`src/sv/pdpi_pkg.sv`:
```
// shared types, widths and constants for the pps disciplined pi duty unit
package pdpi_pkg;

	localparam int CAP_W       = 16;
	localparam int DUTY_W      = 10;
	localparam int GAIN_W      = 8;
	localparam int LIM_W       = 15;
	localparam int SETTLE_W    = 4;
	localparam int CENTER_W    = DUTY_W;
	localparam int ERR_W       = CAP_W + 1;
	localparam int CMD_W       = LIM_W + 1;
	localparam int SCL_W       = 10;
	localparam int PHASE_W     = 2;

	localparam int SCALE_DIV   = 100;
	localparam int RECIP_SHIFT = 21;
	localparam int RECIP       = (1 << RECIP_SHIFT) / SCALE_DIV + 1;
	localparam int RECIP_W     = 15;
	localparam int MAG_W       = CMD_W - 1;
	localparam int QUO_W       = 9;

	localparam int ADDR_W      = 5;
	localparam int APB_W       = 32;
	localparam int IN_TDATA_W  = 16;
	localparam int OUT_TDATA_W = 40;

	localparam logic [GAIN_W-1:0]   PROP_RST   = GAIN_W'(29);
	localparam logic [GAIN_W-1:0]   INTEG_RST  = GAIN_W'(25);
	localparam logic [LIM_W-1:0]    LIMIT_RST  = LIM_W'(5000);
	localparam logic [SETTLE_W-1:0] SETTLE_RST = SETTLE_W'(10);
	localparam logic [CENTER_W-1:0] CENTER_RST = CENTER_W'(512);

	typedef enum logic [2:0] {
		REG_PROP_GAIN     = 3'd0,
		REG_INTEGRAL_GAIN = 3'd1,
		REG_COMMAND_LIMIT = 3'd2,
		REG_SETTLE_COUNT  = 3'd3,
		REG_DUTY_CENTER   = 3'd4
	} reg_idx_t;

	typedef enum logic [PHASE_W-1:0] {
		PH_SETTLE = 2'd0,
		PH_LATCH  = 2'd1,
		PH_CTRL   = 2'd2
	} phase_t;

	typedef struct packed {
		logic [GAIN_W-1:0]   prop_gain;
		logic [GAIN_W-1:0]   integral_gain;
		logic [LIM_W-1:0]    command_limit;
		logic [SETTLE_W-1:0] settle_count;
		logic [CENTER_W-1:0] duty_center;
	} cfg_t;

	typedef struct packed {
		phase_t                   phase;
		logic signed [ERR_W-1:0]  error_value;
		logic signed [CMD_W-1:0]  command;
	} ctrl_res_t;

endpackage

```
`src/sv/pdpi_ctrl.sv`:
```
// control update stage: settle, setpoint latch and velocity-form pi command
module pdpi_ctrl
	import pdpi_pkg::*;
(
	input  logic             clk,
	input  logic             arst_n,
	input  cfg_t             cfg,
	input  logic             in_valid,
	output logic             in_ready,
	input  logic [CAP_W-1:0] capture,
	output logic             out_valid,
	input  logic             out_ready,
	output ctrl_res_t        res
);

	localparam int DIFF_W = ERR_W + 1;
	localparam int PP_W   = DIFF_W + GAIN_W + 1;
	localparam int IP_W   = ERR_W + GAIN_W + 1;
	localparam int SUM_W  = PP_W + 1;

	logic [SETTLE_W-1:0]     settle_counter_q;
	logic                    taken_q;
	logic [CAP_W-1:0]        setpoint_q;
	logic signed [ERR_W-1:0] prev_err_q;
	logic signed [CMD_W-1:0] command_q;
	logic                    v_s2;
	ctrl_res_t               res_s2;

	logic                    adv;
	logic signed [ERR_W-1:0] err;
	logic signed [DIFF_W-1:0] diff;
	logic signed [GAIN_W:0]  kp_s;
	logic signed [GAIN_W:0]  ki_s;
	logic signed [PP_W-1:0]  p_prod;
	logic signed [IP_W-1:0]  i_prod;
	logic signed [SUM_W-1:0] sum;
	logic signed [SUM_W-1:0] lim_pos;
	logic signed [SUM_W-1:0] lim_neg;
	logic signed [CMD_W-1:0] cmd_next;

	assign in_ready  = !v_s2 || out_ready;
	assign adv       = in_valid && in_ready;
	assign out_valid = v_s2;
	assign res       = res_s2;

	always_comb begin
		err     = $signed({1'b0, setpoint_q}) - $signed({1'b0, capture});
		diff    = DIFF_W'(err) - DIFF_W'(prev_err_q);
		kp_s    = $signed({1'b0, cfg.prop_gain});
		ki_s    = $signed({1'b0, cfg.integral_gain});
		p_prod  = kp_s * diff;
		i_prod  = ki_s * err;
		sum     = SUM_W'(p_prod) + SUM_W'(i_prod) + SUM_W'(command_q);
		lim_pos = $signed({{(SUM_W-LIM_W){1'b0}}, cfg.command_limit});
		lim_neg = -lim_pos;
		if (sum < lim_neg) begin
			cmd_next = CMD_W'(lim_neg);
		end else if (sum > lim_pos) begin
			cmd_next = CMD_W'(lim_pos);
		end else begin
			cmd_next = CMD_W'(sum);
		end
	end

	always_ff @(posedge clk or negedge arst_n) begin
		if (!arst_n) begin
			settle_counter_q <= '0;
			taken_q          <= 1'b0;
			setpoint_q       <= '0;
			prev_err_q       <= '0;
			command_q        <= '0;
			v_s2             <= 1'b0;
		end else begin
			if (in_ready) begin
				v_s2 <= in_valid;
			end
			if (adv) begin
				if (!taken_q) begin
					if (settle_counter_q < cfg.settle_count) begin
						settle_counter_q <= settle_counter_q + SETTLE_W'(1);
					end else begin
						taken_q    <= 1'b1;
						setpoint_q <= capture;
					end
				end else begin
					command_q  <= cmd_next;
					prev_err_q <= err;
				end
			end
		end
	end

	// result payload, no reset needed
	always_ff @(posedge clk) begin
		if (adv) begin
			if (!taken_q) begin
				res_s2.phase       <= (settle_counter_q < cfg.settle_count) ? PH_SETTLE
				                                                            : PH_LATCH;
				res_s2.error_value <= '0;
				res_s2.command     <= command_q;
			end else begin
				res_s2.phase       <= PH_CTRL;
				res_s2.error_value <= err;
				res_s2.command     <= cmd_next;
			end
		end
	end

	a_taken_sticky: assert property (@(posedge clk) disable iff (!arst_n)
		taken_q |=> taken_q)
		else $error("setpoint latch flag dropped");

	a_err_zero: assert property (@(posedge clk) disable iff (!arst_n)
		(v_s2 && res_s2.phase != PH_CTRL) |-> (res_s2.error_value == '0))
		else $error("nonzero error outside control phase");

	a_cmd_track: assert property (@(posedge clk) disable iff (!arst_n)
		adv |=> (res_s2.command == command_q))
		else $error("reported command differs from held command");

endmodule

```
`src/sv/pdpi_out.sv`:
```
// output stage: command divided by 100 toward zero, duty saturation, result register
module pdpi_out
	import pdpi_pkg::*;
(
	input  logic                   clk,
	input  logic                   arst_n,
	input  logic [CENTER_W-1:0]    duty_center,
	input  logic                   in_valid,
	output logic                   in_ready,
	input  ctrl_res_t              res,
	output logic                   m_tvalid,
	input  logic                   m_tready,
	output logic [OUT_TDATA_W-1:0] m_tdata
);

	localparam int PROD_W = MAG_W + RECIP_W;
	localparam int DSUM_W = DUTY_W + 2;
	localparam logic [RECIP_W-1:0] RECIP_K = RECIP_W'(RECIP);
	localparam logic signed [DSUM_W-1:0] DUTY_MAX = DSUM_W'((1 << DUTY_W) - 1);

	logic                     neg;
	logic [CMD_W-1:0]         mag_full;
	logic [MAG_W-1:0]         mag;
	logic [PROD_W-1:0]        prod;
	logic [QUO_W-1:0]         quo;
	logic signed [SCL_W-1:0]  scaled;
	logic signed [DSUM_W-1:0] dsum;
	logic [DUTY_W-1:0]        duty;
	logic                     adv;

	assign in_ready = !m_tvalid || m_tready;
	assign adv      = in_valid && in_ready;

	always_comb begin
		neg      = res.command[CMD_W-1];
		mag_full = neg ? CMD_W'(-res.command) : CMD_W'(res.command);
		mag      = mag_full[MAG_W-1:0];
		// reciprocal multiply, exact for every magnitude below 2^15
		prod     = PROD_W'(mag) * PROD_W'(RECIP_K);
		quo      = prod[RECIP_SHIFT +: QUO_W];
		scaled   = neg ? -$signed({1'b0, quo}) : $signed({1'b0, quo});
		dsum     = $signed({2'b00, duty_center}) + DSUM_W'(scaled);
		if (dsum < 0) begin
			duty = '0;
		end else if (dsum > DUTY_MAX) begin
			duty = DUTY_MAX[DUTY_W-1:0];
		end else begin
			duty = dsum[DUTY_W-1:0];
		end
	end

	always_ff @(posedge clk or negedge arst_n) begin
		if (!arst_n) begin
			m_tvalid <= 1'b0;
		end else if (in_ready) begin
			m_tvalid <= in_valid;
		end
	end

	always_ff @(posedge clk) begin
		if (adv) begin
			m_tdata <= {1'b0, scaled, res.error_value, duty, res.phase};
		end
	end

	a_zero_cmd_center: assert property (@(posedge clk) disable iff (!arst_n)
		(adv && res.command == '0) |=> (m_tdata[PHASE_W +: DUTY_W] == $past(duty_center)))
		else $error("zero command did not give center duty");

	a_sign_match: assert property (@(posedge clk) disable iff (!arst_n)
		adv |-> (!scaled[SCL_W-1] || neg))
		else $error("scaled command sign disagrees with command");

	a_pad_zero: assert property (@(posedge clk) disable iff (!arst_n)
		m_tvalid |-> !m_tdata[OUT_TDATA_W-1])
		else $error("result padding bit set");

endmodule

```
`src/sv/pps_disciplined_pi_duty_unit.sv`:
```
// top level of the pps disciplined pi duty unit: config registers, input stage, pipeline
// pipeline: a capture passes the input register, the control update register and then
//   the output register before its result is valid on the master side
// throughput: one capture per cycle unless stalled; command feedback closes in control stage
// each stage holds while its successor is full and stalled, so results are never dropped
// reset: arst_n clears the stage valids and pi state, config registers return to defaults
module pps_disciplined_pi_duty_unit
	import pdpi_pkg::*;
(
	input  logic                   clk,
	input  logic                   arst_n,
	// capture stream in
	input  logic                   s_tvalid,
	output logic                   s_tready,
	input  logic [IN_TDATA_W-1:0]  s_tdata,   // [15:0] capture_count
	// result stream out
	output logic                   m_tvalid,
	input  logic                   m_tready,
	// [1:0] phase, [11:2] duty, [28:12] error_value, [38:29] command_scaled, [39] zero
	output logic [OUT_TDATA_W-1:0] m_tdata,
	// register port
	input  logic                   psel,
	input  logic                   penable,
	input  logic                   pwrite,
	input  logic [ADDR_W-1:0]      paddr,
	input  logic [APB_W-1:0]       pwdata,
	output logic [APB_W-1:0]       prdata,
	output logic                   pready
);

	cfg_t             cfg_q;
	logic             v_s1;
	logic [CAP_W-1:0] cap_s1;
	logic             ctrl_ready;
	logic             ctrl_valid;
	logic             out_ready;
	ctrl_res_t        ctrl_res;
	logic             wr_en;
	reg_idx_t         widx;

	assign pready = 1'b1;
	assign wr_en  = psel && penable && pwrite && pready;
	assign widx   = reg_idx_t'(paddr[4:2]);

	// register writes, unknown indexes are dropped
	always_ff @(posedge clk or negedge arst_n) begin
		if (!arst_n) begin
			cfg_q.prop_gain     <= PROP_RST;
			cfg_q.integral_gain <= INTEG_RST;
			cfg_q.command_limit <= LIMIT_RST;
			cfg_q.settle_count  <= SETTLE_RST;
			cfg_q.duty_center   <= CENTER_RST;
		end else if (wr_en) begin
			case (widx)
				REG_PROP_GAIN:     cfg_q.prop_gain     <= pwdata[GAIN_W-1:0];
				REG_INTEGRAL_GAIN: cfg_q.integral_gain <= pwdata[GAIN_W-1:0];
				REG_COMMAND_LIMIT: cfg_q.command_limit <= pwdata[LIM_W-1:0];
				REG_SETTLE_COUNT:  cfg_q.settle_count  <= pwdata[SETTLE_W-1:0];
				REG_DUTY_CENTER:   cfg_q.duty_center   <= pwdata[CENTER_W-1:0];
				default: ;
			endcase
		end
	end

	// register readback
	always_comb begin
		case (widx)
			REG_PROP_GAIN:     prdata = APB_W'(cfg_q.prop_gain);
			REG_INTEGRAL_GAIN: prdata = APB_W'(cfg_q.integral_gain);
			REG_COMMAND_LIMIT: prdata = APB_W'(cfg_q.command_limit);
			REG_SETTLE_COUNT:  prdata = APB_W'(cfg_q.settle_count);
			REG_DUTY_CENTER:   prdata = APB_W'(cfg_q.duty_center);
			default:           prdata = '0;
		endcase
	end

	// input register, refills whenever the control stage takes its item
	assign s_tready = !v_s1 || ctrl_ready;

	always_ff @(posedge clk or negedge arst_n) begin
		if (!arst_n) begin
			v_s1 <= 1'b0;
		end else if (s_tready) begin
			v_s1 <= s_tvalid;
		end
	end

	always_ff @(posedge clk) begin
		if (s_tvalid && s_tready) begin
			cap_s1 <= s_tdata[CAP_W-1:0];
		end
	end

	// settle count, setpoint latch and pi command update
	pdpi_ctrl u_ctrl (
		.clk       (clk),
		.arst_n    (arst_n),
		.cfg       (cfg_q),
		.in_valid  (v_s1),
		.in_ready  (ctrl_ready),
		.capture   (cap_s1),
		.out_valid (ctrl_valid),
		.out_ready (out_ready),
		.res       (ctrl_res)
	);

	// scaling, duty clamp and result register
	pdpi_out u_out (
		.clk         (clk),
		.arst_n      (arst_n),
		.duty_center (cfg_q.duty_center),
		.in_valid    (ctrl_valid),
		.in_ready    (out_ready),
		.res         (ctrl_res),
		.m_tvalid    (m_tvalid),
		.m_tready    (m_tready),
		.m_tdata     (m_tdata)
	);

	a_s1_hold: assert property (@(posedge clk) disable iff (!arst_n)
		(v_s1 && !ctrl_ready) |=> (v_s1 && $stable(cap_s1)))
		else $error("input stage lost a stalled capture");

	a_cfg_write: assert property (@(posedge clk) disable iff (!arst_n)
		(wr_en && widx == REG_SETTLE_COUNT) |=> (cfg_q.settle_count == $past(pwdata[SETTLE_W-1:0])))
		else $error("settle count write not taken");

	a_ready_path: assert property (@(posedge clk) disable iff (!arst_n)
		(!v_s1) |-> s_tready)
		else $error("empty input stage refused a transaction");

endmodule
```
`config.mk`:
```
export PLATFORM = sky130hd
export DESIGN_NAME = pps_disciplined_pi_duty_unit
export DESIGN_NICKNAME = d
export VERILOG_FILES = /design/src/sv/pdpi_pkg.sv /design/src/sv/pdpi_ctrl.sv /design/src/sv/pdpi_out.sv /design/src/sv/pps_disciplined_pi_duty_unit.sv
export SDC_FILE = /design/constraint.sdc
export NUM_CORES = 1
export LEC_CHECK = 0
export ABC_AREA = 1
export BUFFER_PORTS_ARGS = -buffer_cell sky130_fd_sc_hd__buf_2
export CORE_MARGIN = 2
export CORE_UTILIZATION = 50
export DETAILED_ROUTE_END_ITERATION = 12
export GPL_TIMING_DRIVEN = 0
export PLACE_DENSITY_LB_ADDON = 0.12
export SYNTH_ARGS = -nofsm -noshare
export SYNTH_HDL_FRONTEND = slang
export SYNTH_SLANG_ARGS = --single-unit
```
`constraint.sdc`:
```
create_clock -name clk -period 13.1 [get_ports clk]
set_input_delay 2.62 -clock clk [delete_from_list [all_inputs] [get_ports clk]]
set_output_delay 2.62 -clock clk [all_outputs]
set_load 0.005 [all_outputs]
```
==> results, run 1 <==
- The flow ran to the end, and the final reports show no timing, DRC or antenna violations.
- The dominant delay contributor by cell family on the critical path is adder cells.
- The clock net in this run drives a total of 192 sinks.
- The worst pin sits at a relative slew slack of 21.9%.
- After clock tree synthesis, the repair step resized 0 gates.
- The count of buffers added on input and output ports is 96.
- The post-CTS setup buffer count is 0.
- The overall track demand over capacity in global routing is 27.3%.
- Subtracting the final worst setup slack from the clock period gives 12150 ps.
- The aggregate negative setup slack is 0 ps.
- The clock insertion delay at the later pin of the skew report is 490 ps.
- The routed wire length per instance is 17.4 um.
- The critical path class is flip-flop to flip-flop.
- The number of antenna diodes in the final layout is 0.
- The post-layout worst setup margin is 948 ps.
- The share of synthesized area in the top cell type comes to 26.2%.
- The number of flops mapped to enable cells by yosys is 90.
- The peak fanout along the critical path is 10.
- Setup repair after global routing left no endpoint under its margin.
- The cell sitting at the root of the clock tree is a clkbuf_16.
- The total standard cell area after synthesis is 27400 um2.
- The final critical path takes up 92.8% of the cycle.
- After clock tree synthesis, the flow added hold-fix buffers numbering 0.
- The tightest hold path in the finished design has a slack of 421 ps.
- Ranked by total cell area, the synthesized netlist is headed by fa_1 (26%), ha_1 (13%), inv_1 (11%).
- The clock transition at the registers of the reported paths is 80 ps.
- The cell accounting for the most synthesized area is fa_1.
- Counting along the longest clock path gives a buffer depth of 2.
- Max-cap violations in this run came to 0.
- Across all layers, the routed design uses 21976 vias.
- The number of DRC violations after detailed-routing iteration 0 is 1411.
- The number of ports placed on the die boundary is 135.
- The master of the slowest instance on the critical path is xor2_1.
- The top flip-flop cell by instance count after synthesis is edfxtp_1.
- Counting distinct cell types in the post-synthesis netlist gives 56.
- Before antenna repair, the detailed router went through 6 iterations.
- The die covers 56700 um2.
- The internal reg-to-reg setup slack is 950 ps.
- The post-synthesis to final-layout area growth is 7.57%.
- Data arrives at the worst endpoint at 12380 ps.
- Setup violations remaining at the end of the flow were counted as 0.
- The share of the Yosys chip area taken by registers is 19.3%.
- The total buffers and inverters traversed by the critical path is 15.
- The die extent in x is 238 um.
- The most frequent cell after synthesis is inv_1.
- The fill cell instance count of the final layout is 5153.
- For this run, the post-layout net count is 4252.
- The global-route congestion overflow total is 0.
- Timing would allow up to 82.3 MHz.
- The maximum number of pins on one net before global-route repair is 66.
- The number of antenna-violating nets in the routed design is 0.
- The sequential cell area is 5270 um2.
- Counting the buffers created by CTS gives 17.
- In the routed design, unresolved DRC markers number 0.
- On the final layout, the worst clock skew is 26.2 ps.
- The post-synthesis register bit count is 192.
- Summing all multi-input logic gate instances after layout gives 18600 um2.
- The fraction of registers with async set/reset is 53.1%.
- The clock tree synthesis step divided the H-tree into 4 levels.
- The effective utilization at floorplan is 50.7%.
- The kind of start point of the critical path is a flip-flop.
- The worst slack after detailed placement is 962 ps.
- The via density per instance is 5.17.
- The average instance in the mapped netlist occupies 8.04 um2.
- The global-route wire length before repair is 119000 um.
- The total count of hold-check failures in the final report is 0.
- The congestion estimate from routability-driven global placement came to 0.917.
- The class of the tightest hold or removal check is flip-flop to flip-flop.
- At the pin with the least slew margin, the transition time is 1170 ps.
- The chip height is 238 um.
- The data required time of the worst path is 13320 ps.
- The total area inside the core boundary comes to 54000 um2.
- The number of global-route vias before repair was 22471.
- By count the netlist is led by inv_1 (836), nand2_1 (724), fa_1 (359).
- STA classifies the critical path endpoint as a flip-flop.
- The max-slew violation count came to 0.
- After technology mapping, the gate count stands at 3404.
- TritonCTS built the clock tree.
- The detailed placer's ending HPWL is 64600 um.
- The count of yosys warnings during synthesis is 0.
- The final layout contains routed wiring with a total length of 73800 um.
- Cells with a size suffix above 1 make up 6.96% of the layout.
- On the worst path, the slowest cell contributes a delay of 660 ps.
- Row generation in the floorplan step produced 85 rows.
- The number of antenna violations at the first check in global routing is 0.
==> final timing paths <==
| check | depth (start not counted) | to | start |
|---|---|---|---|
| max | 58 | u_ctrl.res[4] | u_ctrl.setpoint_q[0] |
| min | 0 | u_out.m_tdata[12] | u_ctrl.res[16] |
| max reg2reg | 58 | u_ctrl.res[4] | u_ctrl.setpoint_q[0] |
| min reg2reg | 0 | u_out.m_tdata[12] | u_ctrl.res[16] |
| max in group asynchronous | 2 | cfg_q[26] | arst_n |
| min in group asynchronous | 1 | u_ctrl.setpoint_q[13] | arst_n |
==> cell families (layout without fill, tap and decap cells) <==
family,Yosys count,count (layout),synth area share (%)
fa+ha+maj,654,654,39.7
flops,192,192,19.3
simple gates,1247,1247,19.0
xor+xnor,89,89,2.91
compound gates,295,295,5.95
other cells,2,19,0.0274
buf+inv,924,1054,13.0
mux,1,1,0.0411
==> sequential cells by signal (all words and copies together) (netlist names) <==
name,cells
cap_s1,16
cfg_q,45
u_ctrl.command_q,16
u_ctrl.out_valid,1
u_ctrl.prev_err_q,17
u_ctrl.res,35
u_ctrl.setpoint_q,16
u_ctrl.settle_counter_q,4
u_ctrl.taken_q,1
u_out.m_tdata,39
u_out.m_tvalid,1
v_s1,1
==> routing by layer <==
layer | routed length (um) | up-vias | track usage (%)
met5 | 0 | - | 0
li1 | - | 10553 | -
met3 | 3490 | 101 | 3.46
met4 | 2840 | 0 | 10.4
met1 | 30400 | 10775 | 34.1
met2 | 37100 | 547 | 48.4
==> placed cells by master, fill, tap and decap left out, types with 5 or more instances in the layout <==
cell type and n:
xnor2_1 20, a21oi_1 120, nor2_1 287, inv_2 8
nand3_2 7, a21o_1 11, clkinv_1 8, nor2_2 8
nand4_1 26, o21bai_1 15, nand2_2 17, clkbuf_16 17
dfstp_2 15, ha_1 295, nand3_1 110, fa_1 359
xor2_1 68, inv_1 835, nand2_1 724, buf_4 22
a31oi_1 8, or2_2 23, nand3b_1 5, nor3_1 24
clkinv_8 5, o2111ai_1 6, clkbuf_1 47, dfrtp_1 87
conb_1 19, o21ai_0 114, edfxtp_1 90, buf_2 98
==> cell type report <==
| type | instances | area share [%] |
|---|---|---|
| multi-input combinational | 2305 | 63.2 |
| sequential | 192 | 17.9 |
| inverter | 851 | 10.8 |
| tap | 696 | 2.96 |
| timing repair buffer | 98 | 1.80 |
| clock buffer | 18 | 1.46 |
| buffer | 73 | 1.27 |
| clock inverter | 14 | 0.565 |
==> metrics by stage <==
stage / instance area (um2) / cells / util (%)
finish: 29500 / 4247 / 54.5
global route: 29500 / 4247 / 54.5
CTS: 29500 / 4247 / 54.5
detailed placement: 28900 / 4215 / 53.4
global placement: 28800 / 4213 / 53.3
floorplan: 27400 / 3421 / -
Power of run 1 is not shown: default switching activity piles up to over one toggle a cycle in this logic, so the estimate is an artifact.
==> run 2: changes to the inputs <==
--- a/config.mk
+++ b/config.mk
@@ -7,6 +7,7 @@
 export LEC_CHECK = 0
 export ABC_AREA = 1
 export BUFFER_PORTS_ARGS = -buffer_cell sky130_fd_sc_hd__buf_2
+export CORE_ASPECT_RATIO = 1.1
 export CORE_MARGIN = 2
 export CORE_UTILIZATION = 50
 export DETAILED_ROUTE_END_ITERATION = 12
==> run 2 against run 1 <==
Net effect: via count hardly changed; highest routed layer unchanged; final cell count is 0.75% higher; clock-buffer cell count is 1 lower; sequential share of layout area hardly changed; setup slack worse by 96 ps.
==> results, run 2 (synthesis results as in run 1) <==
- The flow ran to the end, and the final reports show no timing, DRC or antenna violations.
- Setup repair after global routing left no endpoint under its margin.
- The net count of the finished layout is 4252.
- Across all layers, the routed design uses 21966 vias.
- The transition time at the pin with the least slew margin is 1110 ps.
- STA classifies the critical path startpoint as a flip-flop.
- Setup slack on the worst reg-to-reg path comes out at 850 ps.
- The kind of end point of the critical path is a flip-flop.
- More flip-flops sit in one register than any other, and that register is cfg_q.
- The cell row count is 89.
- For this design, the slowest cell found on the critical path is xor2_1.
- The final routed DRC violation total is 0.
- The first detailed-routing pass ran for 5 iterations.
- The die covers 56700 um2.
- In the finished design, the share of the clock period the worst path needs comes to 93.5%.
- The share of post-route cells with drive strength above 1 is 6.98%.
- Setup violations remaining at the end of the flow were counted as 0.
- The data required time of the worst path is 13310 ps.
- Across every metal layer, demand over resource in global routing totals 27.8%.
- The number of global-route vias before repair is 22859.
- In this run the count of I/O pins placed on the die edge is 135.
- The worst hold slack across all endpoints is 420 ps.
- Entering global routing, the biggest net connects 69 pins.
- The chip height is 249 um.
- The worst clock skew is 16.7 ps.
- Along the worst hold path, the cell count comes to 0.
- The critical path arrival is 12460 ps.
- The number of antenna diodes is 0.
- In this run the critical register-to-register path is captured at u_ctrl.res[4].
- The most numerous cell type found on the critical path is inv_1.
- The number of clock buffers added by TritonCTS is 17.
- The total count of hold-check failures in the final report is 0.
- The master cell of the clock root buffer is clkbuf_16.
- Port buffering added 96 buffers.
- The max-slew violation count is 0.
- The start point of the critical path is u_ctrl.setpoint_q[0].
- The number of flip-flops in the largest register is 45.
- The global-route congestion overflow total is 0.
- Measured in cells, the most critical reg-to-reg path has a length of 57.
- The placeable core area is 53900 um2.
- The post-layout worst setup margin is 852 ps.
- The final estimated routing congestion in global placement is 0.949.
- The number of DRC violations after detailed-routing iteration 0 is 1326.
- The number of antenna violations at the first check in global routing is 0.
- The commonest non-fill, non-tap cell in the layout is inv_1.
- The largest stage delay on the critical path is 690 ps.
- Dividing the detail-routed via count by the number of cells gives 5.13.
- Among cell families on the critical path, the largest total delay comes from adder cells.
- The number of hold-repair buffers added at the cts stage is 0.
- The longest clock path from root to sink contains 2 buffers.
- The critical path class is flip-flop to flip-flop.
- The worst register-to-register path begins at u_ctrl.setpoint_q[0].
- After clock tree synthesis, the repair step resized 0 gates.
- Post-CTS timing repair inserted 0 buffers for setup.
- The aggregate negative setup slack is 0 ps.
- The clock tree synthesis step divided the H-tree into 4 levels.
- The number of antenna-violating nets in the routed design is 0.
- The total of max-cap violations is 0.
- The critical path runs through a total of 57 cells.
- For this block, the routed nets add up to 74900 um of wire.
- The clock transition at the registers of the reported paths is 80 ps.
- Clock latency on the worst-skew pair, taken at its later pin, is 490 ps.
- Once the floorplan was initialized, standard cells occupied 50.8% of the core.
- The routed wire length per instance is 17.5 um.
- The die extent in x is 227 um.
- The total buffers and inverters traversed by the critical path is 15.
- The worst slack after detailed placement is 1010 ps.
- The peak fanout along the critical path is 10.
- In this run the tightest slew margin relative to its limit is 25.6%.
- In this run the worst hold path is classified as flip-flop to flip-flop.
- In the layout the commonest cells are inv_1 (835), nand2_1 (724), fa_1 (359), ha_1 (295), nor2_1 (287).
- The first global-routing pass estimated 120000 um of wire.
- After legalization and detailed placement, the total HPWL measured 66000 um.
- The most critical setup path has its endpoint at u_ctrl.res[4].
- The highest attainable clock frequency is 81.6 MHz.
- TritonCTS built the clock tree.
- The post-synthesis to final-layout area growth is 7.72%.
- The number of sinks handled by clock tree synthesis is 192.
- The shortest period the worst path allows is 12250 ps.
## run 2: cell type report
class	count	area (um2)
fillers	5243	24400
multi-input cells	2305	18600
flip-flops and latches	192	5270
inverters	851	3190
well taps	728	911
repair buffers	98	538
clock buffers	17	425
plain buffers	73	375
clock inverters	15	164
## run 2: worst min-delay path by stage
| stage | startpoint | endpoint | slack (ps) |
|---|---|---|---|
| after floorplan | u_ctrl.res[33] | u_out.m_tdata[0] | 400 |
| after global placement | u_ctrl.res[24] | u_out.m_tdata[20] | 400 |
| after detailed placement | u_ctrl.res[19] | u_out.m_tdata[15] | 410 |
| after CTS | u_ctrl.res[21] | u_out.m_tdata[17] | 420 |
| after global routing | u_ctrl.res[21] | u_out.m_tdata[17] | 420 |
| final | u_ctrl.res[21] | u_out.m_tdata[17] | 420 |
## run 2: metrics by stage
stage | util [%] | cells | instance area (um2)
floorplan | - | 3421 | 27400
global placement | 53.5 | 4245 | 28800
detailed placement | 53.6 | 4247 | 28900
CTS | 54.7 | 4279 | 29500
global route | 54.7 | 4279 | 29500
finish | 54.7 | 4279 | 29500
## run 2: per-layer routing
metal	vias up	routed length, um	GRT usage (%)
li1	10539	-	-
met1	10724	29200	32.8
met2	553	38600	50.2
met3	150	3250	3.00
met4	0	3770	13.2
met5	-	0	0
Power of run 2 is left out for the same reason.
